## config.mk

```make
export PLATFORM = sky130hd
export DESIGN_NAME = serial_time_entry_sequencer
export DESIGN_NICKNAME = d
export VERILOG_FILES = /design/src/hdl/stes_pkg.sv /design/src/hdl/stes_line.sv /design/src/hdl/serial_time_entry_sequencer.sv
export SDC_FILE = /design/constraint.sdc
export NUM_CORES = 1
export LEC_CHECK = 0
export ABC_CLOCK_PERIOD_IN_PS = 10900
export BUFFER_PORTS_ARGS = -buffer_cell sky130_fd_sc_hd__buf_4
export CORE_MARGIN = 2
export CORE_UTILIZATION = 40
export CTS_CLUSTER_DIAMETER = 30
export DETAILED_ROUTE_END_ITERATION = 16
export SKIP_CTS_REPAIR_TIMING = 1
export SYNTH_ARGS = -nofsm -noshare
export SYNTH_HDL_FRONTEND = slang
export SYNTH_SLANG_ARGS = --single-unit
```

## constraint.sdc

```tcl
create_clock -name clk -period 10.9 [get_ports clk]
set_input_delay 1.635 -clock clk [delete_from_list [all_inputs] [get_ports clk]]
set_output_delay 1.635 -clock clk [all_outputs]
set_load 0.02 [all_outputs]
```

## src/hdl/stes_pkg.sv

```systemverilog
// ----------------------------------------------------------------------------
// stes_pkg - shared types and constants of the serial time entry sequencer
// Command, event and phase codes, character constants, control structs.
// ----------------------------------------------------------------------------
`default_nettype none

package stes_pkg;

	// input command codes (s_tuser)
	localparam logic [1:0] CMD_START = 2'd0;
	localparam logic [1:0] CMD_BYTE  = 2'd1;
	localparam logic [1:0] CMD_TICK  = 2'd2;

	// result event codes (m_tuser)
	localparam logic [2:0] EV_STARTED  = 3'd0;
	localparam logic [2:0] EV_ACCEPTED = 3'd1;
	localparam logic [2:0] EV_INVALID  = 3'd2;
	localparam logic [2:0] EV_TIMEOUT  = 3'd3;
	localparam logic [2:0] EV_ABORTED  = 3'd4;
	localparam logic [2:0] EV_COMPLETE = 3'd5;

	// requested field codes
	localparam logic [1:0] STEP_HOURS   = 2'd0;
	localparam logic [1:0] STEP_MINUTES = 2'd1;
	localparam logic [1:0] STEP_SECONDS = 2'd2;

	// configuration register indexes
	localparam logic [1:0] REG_TIMEOUT_TICKS = 2'd0;
	localparam logic [1:0] REG_MAX_RETRIES   = 2'd1;

	// characters and limits
	localparam logic [7:0] CHAR_LF    = 8'h0A;
	localparam logic [7:0] CHAR_CR    = 8'h0D;
	localparam logic [7:0] CHAR_SPACE = 8'h20;
	localparam logic [7:0] CHAR_ZERO  = 8'h30;
	localparam logic [7:0] CHAR_NINE  = 8'h39;
	localparam logic [6:0] VALUE_MAX  = 7'd127;
	localparam logic [6:0] HOURS_MAX  = 7'd23;
	localparam logic [6:0] MINSEC_MAX = 7'd59;
	localparam logic [3:0] RETRY_SAT  = 4'd15;
	localparam logic [15:0] ELAPSED_SAT = 16'hFFFF;

	localparam logic [15:0] TIMEOUT_RESET = 16'd10000;
	localparam logic [3:0]  RETRIES_RESET = 4'd3;

	typedef enum logic [3:0] {
		PH_IDLE    = 4'b0001,
		PH_HOURS   = 4'b0010,
		PH_MINUTES = 4'b0100,
		PH_SECONDS = 4'b1000
	} phase_t;

	// sequencer to line assembler
	typedef struct packed {
		logic byte_en;  // byte word taken during an active session
		logic start;    // session start, clear the line
	} line_ctrl_t;

	// line assembler to sequencer
	typedef struct packed {
		logic       line_end;  // CR or LF closing a line with digits
		logic [6:0] value;     // saturated line value
	} line_stat_t;

endpackage

`default_nettype wire

```

## src/hdl/stes_line.sv

```systemverilog
// ----------------------------------------------------------------------------
// stes_line - decimal line assembler
// Collects digits into a saturating value and flags a completed line.
// ----------------------------------------------------------------------------
`default_nettype none

module stes_line #(
	parameter int LINE_BYTES = 32
) (
	input  wire                  clk,
	input  wire                  arst_n,
	input  wire stes_pkg::line_ctrl_t ctrl,
	input  wire  [7:0]           rx_data,
	output stes_pkg::line_stat_t stat
);

	localparam int CNT_W = $clog2(LINE_BYTES);

	logic [CNT_W-1:0] digit_count_q;
	logic [6:0]       line_value_q;

	logic        is_eol;
	logic        is_ctrl;
	logic        is_digit;
	logic [3:0]  digit;
	logic [10:0] acc;

	assign is_eol   = (rx_data == stes_pkg::CHAR_LF) || (rx_data == stes_pkg::CHAR_CR);
	assign is_ctrl  = rx_data < stes_pkg::CHAR_SPACE;
	assign is_digit = (rx_data >= stes_pkg::CHAR_ZERO) && (rx_data <= stes_pkg::CHAR_NINE);
	assign digit    = 4'(rx_data - stes_pkg::CHAR_ZERO);
	// value * 10 + digit
	assign acc = {1'b0, line_value_q, 3'b000} + {3'b000, line_value_q, 1'b0} + {7'd0, digit};

	assign stat.line_end = ctrl.byte_en && is_eol && (digit_count_q != '0);
	assign stat.value    = line_value_q;

	always_ff @(posedge clk or negedge arst_n) begin
		if (!arst_n) begin
			digit_count_q <= '0;
			line_value_q  <= '0;
		end else if (ctrl.start || stat.line_end) begin
			digit_count_q <= '0;
			line_value_q  <= '0;
		end else if (ctrl.byte_en && !is_ctrl) begin
			if (is_digit) begin
				if (digit_count_q < CNT_W'(LINE_BYTES - 1)) begin
					line_value_q  <= (acc > {4'd0, stes_pkg::VALUE_MAX}) ?
					                 stes_pkg::VALUE_MAX : acc[6:0];
					digit_count_q <= digit_count_q + CNT_W'(1);
				end else begin
					// overlong line: restart at this digit
					line_value_q  <= {3'd0, digit};
					digit_count_q <= CNT_W'(1);
				end
			end else begin
				digit_count_q <= '0;
				line_value_q  <= '0;
			end
		end
	end

endmodule

`default_nettype wire

```

## src/hdl/serial_time_entry_sequencer.sv

```systemverilog
// ----------------------------------------------------------------------------
// serial_time_entry_sequencer - serial time entry session controller
// Runs an hours / minutes / seconds entry dialog over received bytes and ticks.
// ----------------------------------------------------------------------------
// Usage:
//   Slave stream (s_*) carries one command word per transfer: start, a
//   received byte or one time tick (kind in s_tuser). Master stream (m_*)
//   carries at most one event word per command: started, accepted, invalid,
//   timeout retry, aborted or complete (kind in m_tuser).
//   The cfg channel writes timeout_ticks (index 0) and max_retries
//   (index 1); it is always ready and should be used while the block is idle.
//   An event word appears on m_* the cycle after the command word is
//   taken. Throughput is one command word per cycle, set by
//   the single result register; s_tready drops only while that register
//   holds a word the receiver has not taken, so a stalled receiver stalls
//   the input directly.
//   Reset clears the session to idle, the registers to 10000 ticks and
//   3 retries, and empties the result register.
// ----------------------------------------------------------------------------
`default_nettype none

module serial_time_entry_sequencer #(
	parameter int LINE_BYTES = 32
) (
	input  wire         clk,
	input  wire         arst_n,
	// command stream
	input  wire         s_tvalid,
	output logic        s_tready,
	input  wire  [15:0] s_tdata,   // [0] advanced, [8:1] rx_data, rest zero
	input  wire  [1:0]  s_tuser,   // [1:0] cmd
	// event stream
	output logic        m_tvalid,
	input  wire         m_tready,
	output logic [31:0] m_tdata,   // [1:0] step, [5:2] retries, [11:6] entered,
	                               // [16:12] hours_out, [22:17] minutes_out,
	                               // [28:23] seconds_out, rest zero
	output logic [2:0]  m_tuser,   // [2:0] event_res
	// configuration writes
	input  wire         cfg_valid,
	output logic        cfg_ready,
	input  wire  [1:0]  cfg_index,
	input  wire  [15:0] cfg_data
);

	// configuration
	logic [15:0] timeout_ticks_q;
	logic [3:0]  max_retries_q;

	// session state
	stes_pkg::phase_t phase_q, phase_d;
	logic        mode_adv_q, mode_adv_d;
	logic [3:0]  retry_q, retry_d;
	logic [15:0] elapsed_q, elapsed_d;
	logic [4:0]  saved_hours_q, saved_hours_d;
	logic [5:0]  saved_minutes_q, saved_minutes_d;

	// result register
	logic        m_valid_q;
	logic [2:0]  ev_q;
	logic [1:0]  step_q;
	logic [3:0]  retries_q;
	logic [5:0]  entered_q;
	logic [4:0]  hours_q;
	logic [5:0]  minutes_q, seconds_q;

	// next result
	logic        emit;
	logic [2:0]  ev_d;
	logic [1:0]  step_d;
	logic [5:0]  entered_d;
	logic [4:0]  hours_d;
	logic [5:0]  minutes_d, seconds_d;

	logic        take;
	logic [1:0]  cmd;
	logic        adv;
	logic [7:0]  rx_data;
	logic        active;
	logic [1:0]  cur_step;
	logic [15:0] elapsed_inc;
	logic [3:0]  retry_inc;
	logic [6:0]  limit;

	stes_pkg::line_ctrl_t line_ctrl;
	stes_pkg::line_stat_t line_stat;

	assign take      = s_tvalid && s_tready;
	assign s_tready  = !m_valid_q || m_tready;
	assign cfg_ready = 1'b1;
	assign cmd       = s_tuser;
	assign adv       = s_tdata[0];
	assign rx_data   = s_tdata[8:1];
	assign active    = phase_q != stes_pkg::PH_IDLE;

	assign line_ctrl.byte_en = take && active && (cmd == stes_pkg::CMD_BYTE);
	assign line_ctrl.start   = take && (cmd == stes_pkg::CMD_START);

	stes_line #(
		.LINE_BYTES(LINE_BYTES)
	) u_line (
		.clk    (clk),
		.arst_n (arst_n),
		.ctrl   (line_ctrl),
		.rx_data(rx_data),
		.stat   (line_stat)
	);

	always_comb begin
		unique case (phase_q)
			stes_pkg::PH_MINUTES: cur_step = stes_pkg::STEP_MINUTES;
			stes_pkg::PH_SECONDS: cur_step = stes_pkg::STEP_SECONDS;
			default:              cur_step = stes_pkg::STEP_HOURS;
		endcase
	end

	assign elapsed_inc = (elapsed_q < stes_pkg::ELAPSED_SAT) ? elapsed_q + 16'd1 : elapsed_q;
	assign retry_inc   = (retry_q < stes_pkg::RETRY_SAT) ? retry_q + 4'd1 : retry_q;
	assign limit       = (phase_q == stes_pkg::PH_HOURS) ? stes_pkg::HOURS_MAX
	                                                     : stes_pkg::MINSEC_MAX;

	always_comb begin
		phase_d         = phase_q;
		mode_adv_d      = mode_adv_q;
		retry_d         = retry_q;
		elapsed_d       = elapsed_q;
		saved_hours_d   = saved_hours_q;
		saved_minutes_d = saved_minutes_q;
		emit            = 1'b0;
		ev_d            = stes_pkg::EV_STARTED;
		step_d          = cur_step;
		entered_d       = '0;
		hours_d         = '0;
		minutes_d       = '0;
		seconds_d       = '0;
		if (take) begin
			priority if (cmd == stes_pkg::CMD_START) begin
				mode_adv_d = adv;
				retry_d    = '0;
				elapsed_d  = '0;
				phase_d    = stes_pkg::PH_HOURS;
				emit       = 1'b1;
				ev_d       = stes_pkg::EV_STARTED;
				step_d     = stes_pkg::STEP_HOURS;
			end else if (!active) begin
				// byte or tick while idle: drop
			end else if (line_stat.line_end) begin
				emit      = 1'b1;
				elapsed_d = '0;
				if (mode_adv_q) begin
					retry_d = '0;
				end
				if (line_stat.value > limit) begin
					ev_d = stes_pkg::EV_INVALID;
				end else begin
					unique case (phase_q)
						stes_pkg::PH_HOURS: begin
							saved_hours_d = line_stat.value[4:0];
							phase_d       = stes_pkg::PH_MINUTES;
							retry_d       = '0;
							ev_d          = stes_pkg::EV_ACCEPTED;
							step_d        = stes_pkg::STEP_MINUTES;
							entered_d     = line_stat.value[5:0];
						end
						stes_pkg::PH_MINUTES: begin
							saved_minutes_d = line_stat.value[5:0];
							phase_d         = stes_pkg::PH_SECONDS;
							retry_d         = '0;
							ev_d            = stes_pkg::EV_ACCEPTED;
							step_d          = stes_pkg::STEP_SECONDS;
							entered_d       = line_stat.value[5:0];
						end
						default: begin
							phase_d   = stes_pkg::PH_IDLE;
							ev_d      = stes_pkg::EV_COMPLETE;
							step_d    = stes_pkg::STEP_SECONDS;
							entered_d = line_stat.value[5:0];
							hours_d   = saved_hours_q;
							minutes_d = saved_minutes_q;
							seconds_d = line_stat.value[5:0];
						end
					endcase
				end
			end else if (cmd == stes_pkg::CMD_TICK) begin
				elapsed_d = elapsed_inc;
				if (elapsed_inc >= timeout_ticks_q) begin
					emit = 1'b1;
					if (retry_inc >= max_retries_q) begin
						phase_d = stes_pkg::PH_IDLE;
						retry_d = '0;
						ev_d    = stes_pkg::EV_ABORTED;
					end else begin
						retry_d   = retry_inc;
						elapsed_d = '0;
						ev_d      = stes_pkg::EV_TIMEOUT;
					end
				end
			end else begin
				// digit, stray byte or unused command: no event
			end
		end
	end

	always_ff @(posedge clk or negedge arst_n) begin
		if (!arst_n) begin
			timeout_ticks_q <= stes_pkg::TIMEOUT_RESET;
			max_retries_q   <= stes_pkg::RETRIES_RESET;
		end else if (cfg_valid && cfg_ready) begin
			unique case (cfg_index)
				stes_pkg::REG_TIMEOUT_TICKS: timeout_ticks_q <= cfg_data;
				stes_pkg::REG_MAX_RETRIES:   max_retries_q   <= cfg_data[3:0];
				default: ;
			endcase
		end
	end

	always_ff @(posedge clk or negedge arst_n) begin
		if (!arst_n) begin
			phase_q         <= stes_pkg::PH_IDLE;
			mode_adv_q      <= 1'b0;
			retry_q         <= '0;
			elapsed_q       <= '0;
			saved_hours_q   <= '0;
			saved_minutes_q <= '0;
			m_valid_q       <= 1'b0;
		end else begin
			phase_q         <= phase_d;
			mode_adv_q      <= mode_adv_d;
			retry_q         <= retry_d;
			elapsed_q       <= elapsed_d;
			saved_hours_q   <= saved_hours_d;
			saved_minutes_q <= saved_minutes_d;
			if (take && emit) begin
				m_valid_q <= 1'b1;
			end else if (m_tready) begin
				m_valid_q <= 1'b0;
			end
		end
	end

	// payload: load on a new event word only
	always_ff @(posedge clk) begin
		if (take && emit) begin
			ev_q      <= ev_d;
			step_q    <= step_d;
			retries_q <= retry_d;
			entered_q <= entered_d;
			hours_q   <= hours_d;
			minutes_q <= minutes_d;
			seconds_q <= seconds_d;
		end
	end

	assign m_tvalid = m_valid_q;
	assign m_tuser  = ev_q;
	assign m_tdata  = {3'd0, seconds_q, minutes_q, hours_q, entered_q, retries_q, step_q};

	// a start word always produces a started event next cycle
	a_start_event: assert property (@(posedge clk) disable iff (!arst_n)
		take && (cmd == stes_pkg::CMD_START) |=>
			m_valid_q && (ev_q == stes_pkg::EV_STARTED) && (retries_q == 4'd0))
		else $error("start word did not produce a started event");

	// only accepted and complete events carry an entered value
	a_entered_zero: assert property (@(posedge clk) disable iff (!arst_n)
		m_valid_q && (ev_q != stes_pkg::EV_ACCEPTED) && (ev_q != stes_pkg::EV_COMPLETE) |->
			(entered_q == 6'd0))
		else $error("entered value on a non-accepting event");

	// complete returns to idle and reports in-range hours and seconds
	a_complete: assert property (@(posedge clk) disable iff (!arst_n)
		take && emit && (ev_d == stes_pkg::EV_COMPLETE) |=>
			(phase_q == stes_pkg::PH_IDLE) && (hours_q <= 5'd23) && (seconds_q <= 6'd59))
		else $error("complete event with bad state or time");

endmodule

`default_nettype wire
```

After elaboration in Yosys (flattened, before gate mapping):

Index checks and enable logic that the tools add are counted.

* register bits after elaboration: 101
* input bits: 41
* word-level logic and storage cells: 140

* $add $sub $neg: 6
* magnitude comparators: 10
* equal/unequal tests: 10
* muxes and demuxes: 57
* bitwise gates (word level): 5
* reductions and logical operators: 34

Operator list (number)
* two-way mux 16 bit: 7
* two-way mux 4 bit: 18
* two-way mux 7 bit: 5
* two-way mux 5 bit: 4
* two-way mux 3 bit: 6
* AND reduction 6 bit: 3
* adder 16 x 1 -> 16 bit, second input constant: 1
* == test 8 x 4 -> 1 bit, second input constant: 2
* >= comparator 16 bit: 1
* less-than comparator 16 bit, second input constant: 1
* two-way mux 2 bit: 6
* adder 10 x 8 -> 11 bit: 1
* adder 11 x 4 -> 11 bit: 1
* greater-than comparator 11 x 7 -> 1 bit, second input constant: 1
* logical AND 1 bit: 9
* nonzero test 3 bit: 3
* >= comparator 8 x 6 -> 1 bit, second input constant: 1
* <= comparator 8 x 6 -> 1 bit, second input constant: 1
* less-than comparator 8 x 6 -> 1 bit, second input constant: 1
* two-way mux 1 bit: 8
* case mux 4 bit (2 select lines): 1
* greater-than comparator 7 x 6 -> 1 bit: 1
* OR reduction 7 bit: 1
* two-way mux 6 bit: 1
* 25 further kinds: 38

Depth between registers and ports, before layout:

* depth after elaboration: 13
* depth in mapped cells: 16

Hierarchy:

Synthesis repeated with hierarchy kept, for this count alone.

* cell total of the unflattened synthesis: 565
* area, all modules: 5856.9 sq um

By module, submodules not included
* serial_time_entry_sequencer: times used 1, cells each 448, area an instance 4820.9 sq um
* stes_line: times used 1, cells each 117, area an instance 1036.0 sq um

Worst setup path after synthesis:

OpenSTA, ideal clock, no wires.

* kind: reg2reg
* from: reg elapsed_q[9]
* to: reg entered_q[0] (enable)
* setup time: 443 ps
* data arrival time: 4402 ps
* data required time: 10457 ps
* path slack: 6056 ps
* cell stages (with the launch flop): 13
* path buffers: 2
* clock period less this slack: 4844 ps
* cell sequence: dfrtp_1 -> clkbuf_1 -> nand4_1 -> or4_1 -> buf_2 -> mux2_4 -> ha_1 -> o211ai_1 -> a21oi_1 -> a2111oi_2 -> o31ai_2 -> nand2_1 -> a31oi_1

* word-level cells in the longest chain between the ends: 10

RTL lines
* from (decl): line serial_time_entry_sequencer.sv:54 `logic [15:0] elapsed_q, elapsed_d;`
* from (signal assigned): line serial_time_entry_sequencer.sv:230 `elapsed_q <= elapsed_d;`
* adder 16 x 1 -> 16 bit / less-than comparator 16 bit (equally long branches): line serial_time_entry_sequencer.sv:117 `assign elapsed_inc = (elapsed_q < stes_pkg::ELAPSED_SAT) ? elapsed_q + 16'd1 : elapsed_q;`
* two-way mux 16 bit (*): line serial_time_entry_sequencer.sv:117
* >= comparator 16 bit (*): line serial_time_entry_sequencer.sv:186 `if (elapsed_inc >= timeout_ticks_q) begin`
* two-way mux 1 bit (*): line serial_time_entry_sequencer.sv:186
* two-way mux 1 bit (*): line serial_time_entry_sequencer.sv:184 `end else if (cmd == stes_pkg::CMD_TICK) begin`
* two-way mux 1 bit (*): line serial_time_entry_sequencer.sv:147 `end else if (line_stat.line_end) begin`
* two-way mux 1 bit (*): line serial_time_entry_sequencer.sv:145 `end else if (!active) begin`
* two-way mux 1 bit (*): line serial_time_entry_sequencer.sv:137 `priority if (cmd == stes_pkg::CMD_START) begin`
* two-way mux 1 bit (*): line serial_time_entry_sequencer.sv:136 `if (take) begin`
* logical AND 1 bit (*): line serial_time_entry_sequencer.sv:243 `if (take && emit) begin`
* to (signal assigned): line serial_time_entry_sequencer.sv:247 `entered_q <= entered_d;`
* to (decl): line serial_time_entry_sequencer.sv:63 `logic [5:0] entered_q;`

Mark *: on every way between the ends. The rest lies on a longest branch, timed or not.
A chain may end at the register's enable or synchronous reset.

Worst setup path in the final report:

* from: reg elapsed_q[0]
* to: reg minutes_q[2] (enable)

* word-level cells in the longest chain between the ends: 10

RTL lines
* adder 16 x 1 -> 16 bit / less-than comparator 16 bit (equally long branches): line serial_time_entry_sequencer.sv:117
* two-way mux 16 bit (*): line serial_time_entry_sequencer.sv:117
* >= comparator 16 bit (*): line serial_time_entry_sequencer.sv:186
* two-way mux 1 bit (*): line serial_time_entry_sequencer.sv:186
* two-way mux 1 bit (*): line serial_time_entry_sequencer.sv:184
* two-way mux 1 bit (*): line serial_time_entry_sequencer.sv:147
* two-way mux 1 bit (*): line serial_time_entry_sequencer.sv:145
* two-way mux 1 bit (*): line serial_time_entry_sequencer.sv:137
* two-way mux 1 bit (*): line serial_time_entry_sequencer.sv:136
* logical AND 1 bit (*): line serial_time_entry_sequencer.sv:243
* to (signal assigned): line serial_time_entry_sequencer.sv:249 `minutes_q <= minutes_d;`
* to (decl): line serial_time_entry_sequencer.sv:65 `logic [5:0] minutes_q, seconds_q;`

Marks and branches as above.

==> impl_metrics.csv <==
group,metric,value,unit
clocking,cts_sinks,101,
die,dieArea,15070,um2
setup_path,criticalPathCategory,"register to register",
die,die_w,122.7,um
setup_path,cp-start-kind,"register",
timing,period_share,40.57,%
die,fp-row-count,43,
timing,whs,0.4864,ns
timing,clock_skew,0.01085,ns
cells_and_area,antenna_cells,0,
global_routing,grt_overflow_total,0,
detailed_routing,drtIter0Drc,307,
clocking,cts_tree,"yes",
global_routing,grt_pass1_wl,19780,um
pwr,powerDensity,136.0,nW/um2
setup_path,path_max_fanout,33,
timing,tightestPinTransition,1.163,ns
setup_path,worstPathRequired,10.88,ns
die,die_h,122.7,um
yosys,netlist_area,5640,um2
timing,slew_violations,0,
die,start_util,40.79,%
global_routing,antenna_found_initial,0,
yosys,ys_ff_latch,101,
yosys,synth-main-ff-cell,"dfrtp_1",
cells_and_area,regArea,2698,um2
cells_and_area,area_delta_synth_final,17.10,%
placement,post-place-ws,6.465,ns
yosys,yosysUniqueCellTypes,67,
cells_and_area,final_nets,691,
cells_and_area,multi_input_area,2708,um2
timing,relSlewSlack,22.16,%
detailed_routing,route.detailed.drc,0,
global_routing,gr-usage-all-layers,16.81,%
clocking,clk_pin_slew_worst_paths,0.08,ns
min_path,worstHoldPathType,"register to register",
clocking,cts-htree-levels,3,
placement,gp_congestion,0.8178,
yosys,synthCells,547,
yosys,synth_edf_count,32,
placement,dpl.hpwl,8424,um
min_path,hold_depth,1,
pwr,p_leak,3.086,nW
detailed_routing,wl,11660,um
timing,rsz0062_at_grt,"no",
clocking,cts-root-buf,"clkbuf_16",
detailed_routing,vias_per_cell,5.267,
cells_and_area,fill_cells,1280,
timing,post-route-worst-setup-slack,6.478,ns
cells_and_area,drive_gt1_share,19.90,%
placement,io_buffers,67,
clocking,numCtsBuffers,9,
yosys,synth-seq-area-share,47.83,%
pwr,vdd_drop_max,0.06620,mV
die,core_area,13830,um2
global_routing,first_global_vias,4055,
timing,setup_viol,0,
detailed_routing,ant_nets,0,
run_status,status,"completed",
die,num_io_pins,79,
timing,fin_crit,4.422,ns
timing,tns,0,ns
yosys,synth_area_per_cell,10.31,um2
timing,finalHoldViolations,0,
global_routing,grt_max_degree,70,
setup_path,end_kind,"register",
clocking,clockBufferDepth,2,
detailed_routing,num_vias,4177,
setup_path,cp.arrival,4.40,ns
detailed_routing,dr.pass1.iters,4,
flow_run,max-cap-violations,0,
timing,fmax,0.2261,GHz
yosys,ys_warn_count,0,
setup_path,ff2ff_path_depth,11,
clocking,clk_latency,0.36,ns
yosys,async_flop_share,68.32,%
detailed_routing,drt-wirelength-per-cell,14.71,um
==> report_power, final <==
group | internal, mW | switching [mW] | total (mW)
Combinational | 0.0587 | 0.0798 | 0.138
Clock | 0.165 | 0.163 | 0.328
Sequential | 0.418 | 0.0144 | 0.432
==> sequential cells by signal (all words and copies together) (netlist names), 5 cells and up <==
| register | cells |
|---|---|
| elapsed_q | 16 |
| entered_q | 6 |
| hours_q | 5 |
| minutes_q | 6 |
| saved_hours_q | 5 |
| saved_minutes_q | 6 |
| seconds_q | 6 |
| timeout_ticks_q | 16 |
| u_line.digit_count_q | 5 |
| u_line.line_value_q | 7 |
==> routing by layer <==
| metal | global-route usage [%] | wire (um) | vias up |
|---|---|---|---|
| met1 | 21.62 | 5351 | 1977 |
| li1 | - | - | 2082 |
| met2 | 27.66 | 5514 | 97 |
| met4 | 6.968 | 253 | 0 |
| met5 | 0 | 0 | - |
| met3 | 3.346 | 544 | 21 |
==> worst max-delay path, stage by stage, from the launching register on <==
cell	delay, ns
dfrtp_1	0.44
ha_1	0.27
nand2_1	0.12
or4_1	0.71
mux2_4	0.39
ha_1	0.27
o211ai_1	0.08
a21oi_1	0.18
a2111oi_2	0.08
o31ai_2	0.45
nand2_1	0.16
a31oi_4	0.89
==> through the flow <==
stage          cells  util [%]  total power, mW  instance area, um2
6_report         793     47.77           0.8985                6605
5_1_grt          793     47.77           0.9446                6605
4_1_cts          793     47.77           0.9107                6605
3_5_place_dp     777     45.50           0.5802                6291
3_3_place_gp     777     45.50           0.5748                6291
2_1_floorplan    549         -           0.5329                5648
==> cell type report <==
class                   count  area share (%)
clock buffers               9           3.410
clock inverters             7           1.345
inverters                  40           2.273
multi-input cells         388           40.99
flip-flops and latches    101           40.84
well taps                 180           3.410
repair buffers             68           7.729
==> layout by cell type, fill, tap and decap left out, drive strengths merged, types with 4 or more instances in the layout <==
cell and count:
nor2b 5, buf 68, ha 40, clkbuf 9, and3 24, dfstp 8
a22o 10, o21ai 44, and2 6, dfrtp 61, o21a 4, edfxtp 32
a21oi 32, clkinv 4, nor3 12, nand3 20, mux2 14, or2 5
a31oi 12, nand2b 12, nand3b 4, xnor2 9, nor2 25, a21o 7
nand2 53, nand4 10, xor2 6, conb 4, inv 43
==> synthesized netlist by cell type (3+ instances only) <==
master     n  area [um2]
nor3_1    12       60.06
o21a_1     4       30.03
nor2b_1    5       31.28
buf_4      5       37.54
a22o_1    10       87.58
ha_1      40       500.5
nand2b_1  12       75.07
a21oi_1   30       150.1
inv_1     40       150.1
nand4_1    9       56.30
xor2_1     6       52.55
o32ai_1    3       26.28
clkbuf_1   9       33.78
dfstp_2    8       210.2
mux2_2     6       67.56
edfxtp_1  32       960.9
o21ai_0   35       175.2
and3_4     3       33.78
nand3b_1   4       30.03
buf_2      3       15.01
and2_1     6       37.54
a21o_1     7       52.55
o21ai_1    9       45.04
nand3_1   17       85.08
dfrtp_1   61        1526
mux2_1     7       78.83
and3_1    21       131.4
nor2_1    24       90.09
a31oi_1   12       75.07
nand2_1   51       191.4
or2_2      3       18.77
xnor2_1    9       78.83
==> path summary, 6_finish.rpt <==
path                                    startpoint            endpoint  slack (ns)
worst max-delay path                  elapsed_q[0]        minutes_q[2]        6.48
worst min-delay path            saved_minutes_q[5]  saved_minutes_q[5]        0.49
worst max register to register        elapsed_q[0]        minutes_q[2]        6.48
worst min register to register  saved_minutes_q[5]  saved_minutes_q[5]        0.49
max in group asynchronous                   arst_n       elapsed_q[11]        8.89
min in group asynchronous                   arst_n  saved_minutes_q[3]        1.41
==> logic make-up after synthesis <==
| family | after synthesis | synth area share [%] |
|---|---|---|
| mux | 15 | 3.039 |
| simple gates | 183 | 17.97 |
| other cells | 2 | 0.1331 |
| fa+ha+maj | 42 | 9.583 |
| xor+xnor | 15 | 2.329 |
| flops | 101 | 47.83 |
| buf+inv | 60 | 4.658 |
| compound gates | 129 | 14.46 |
Power figures use the tool's default switching activity.
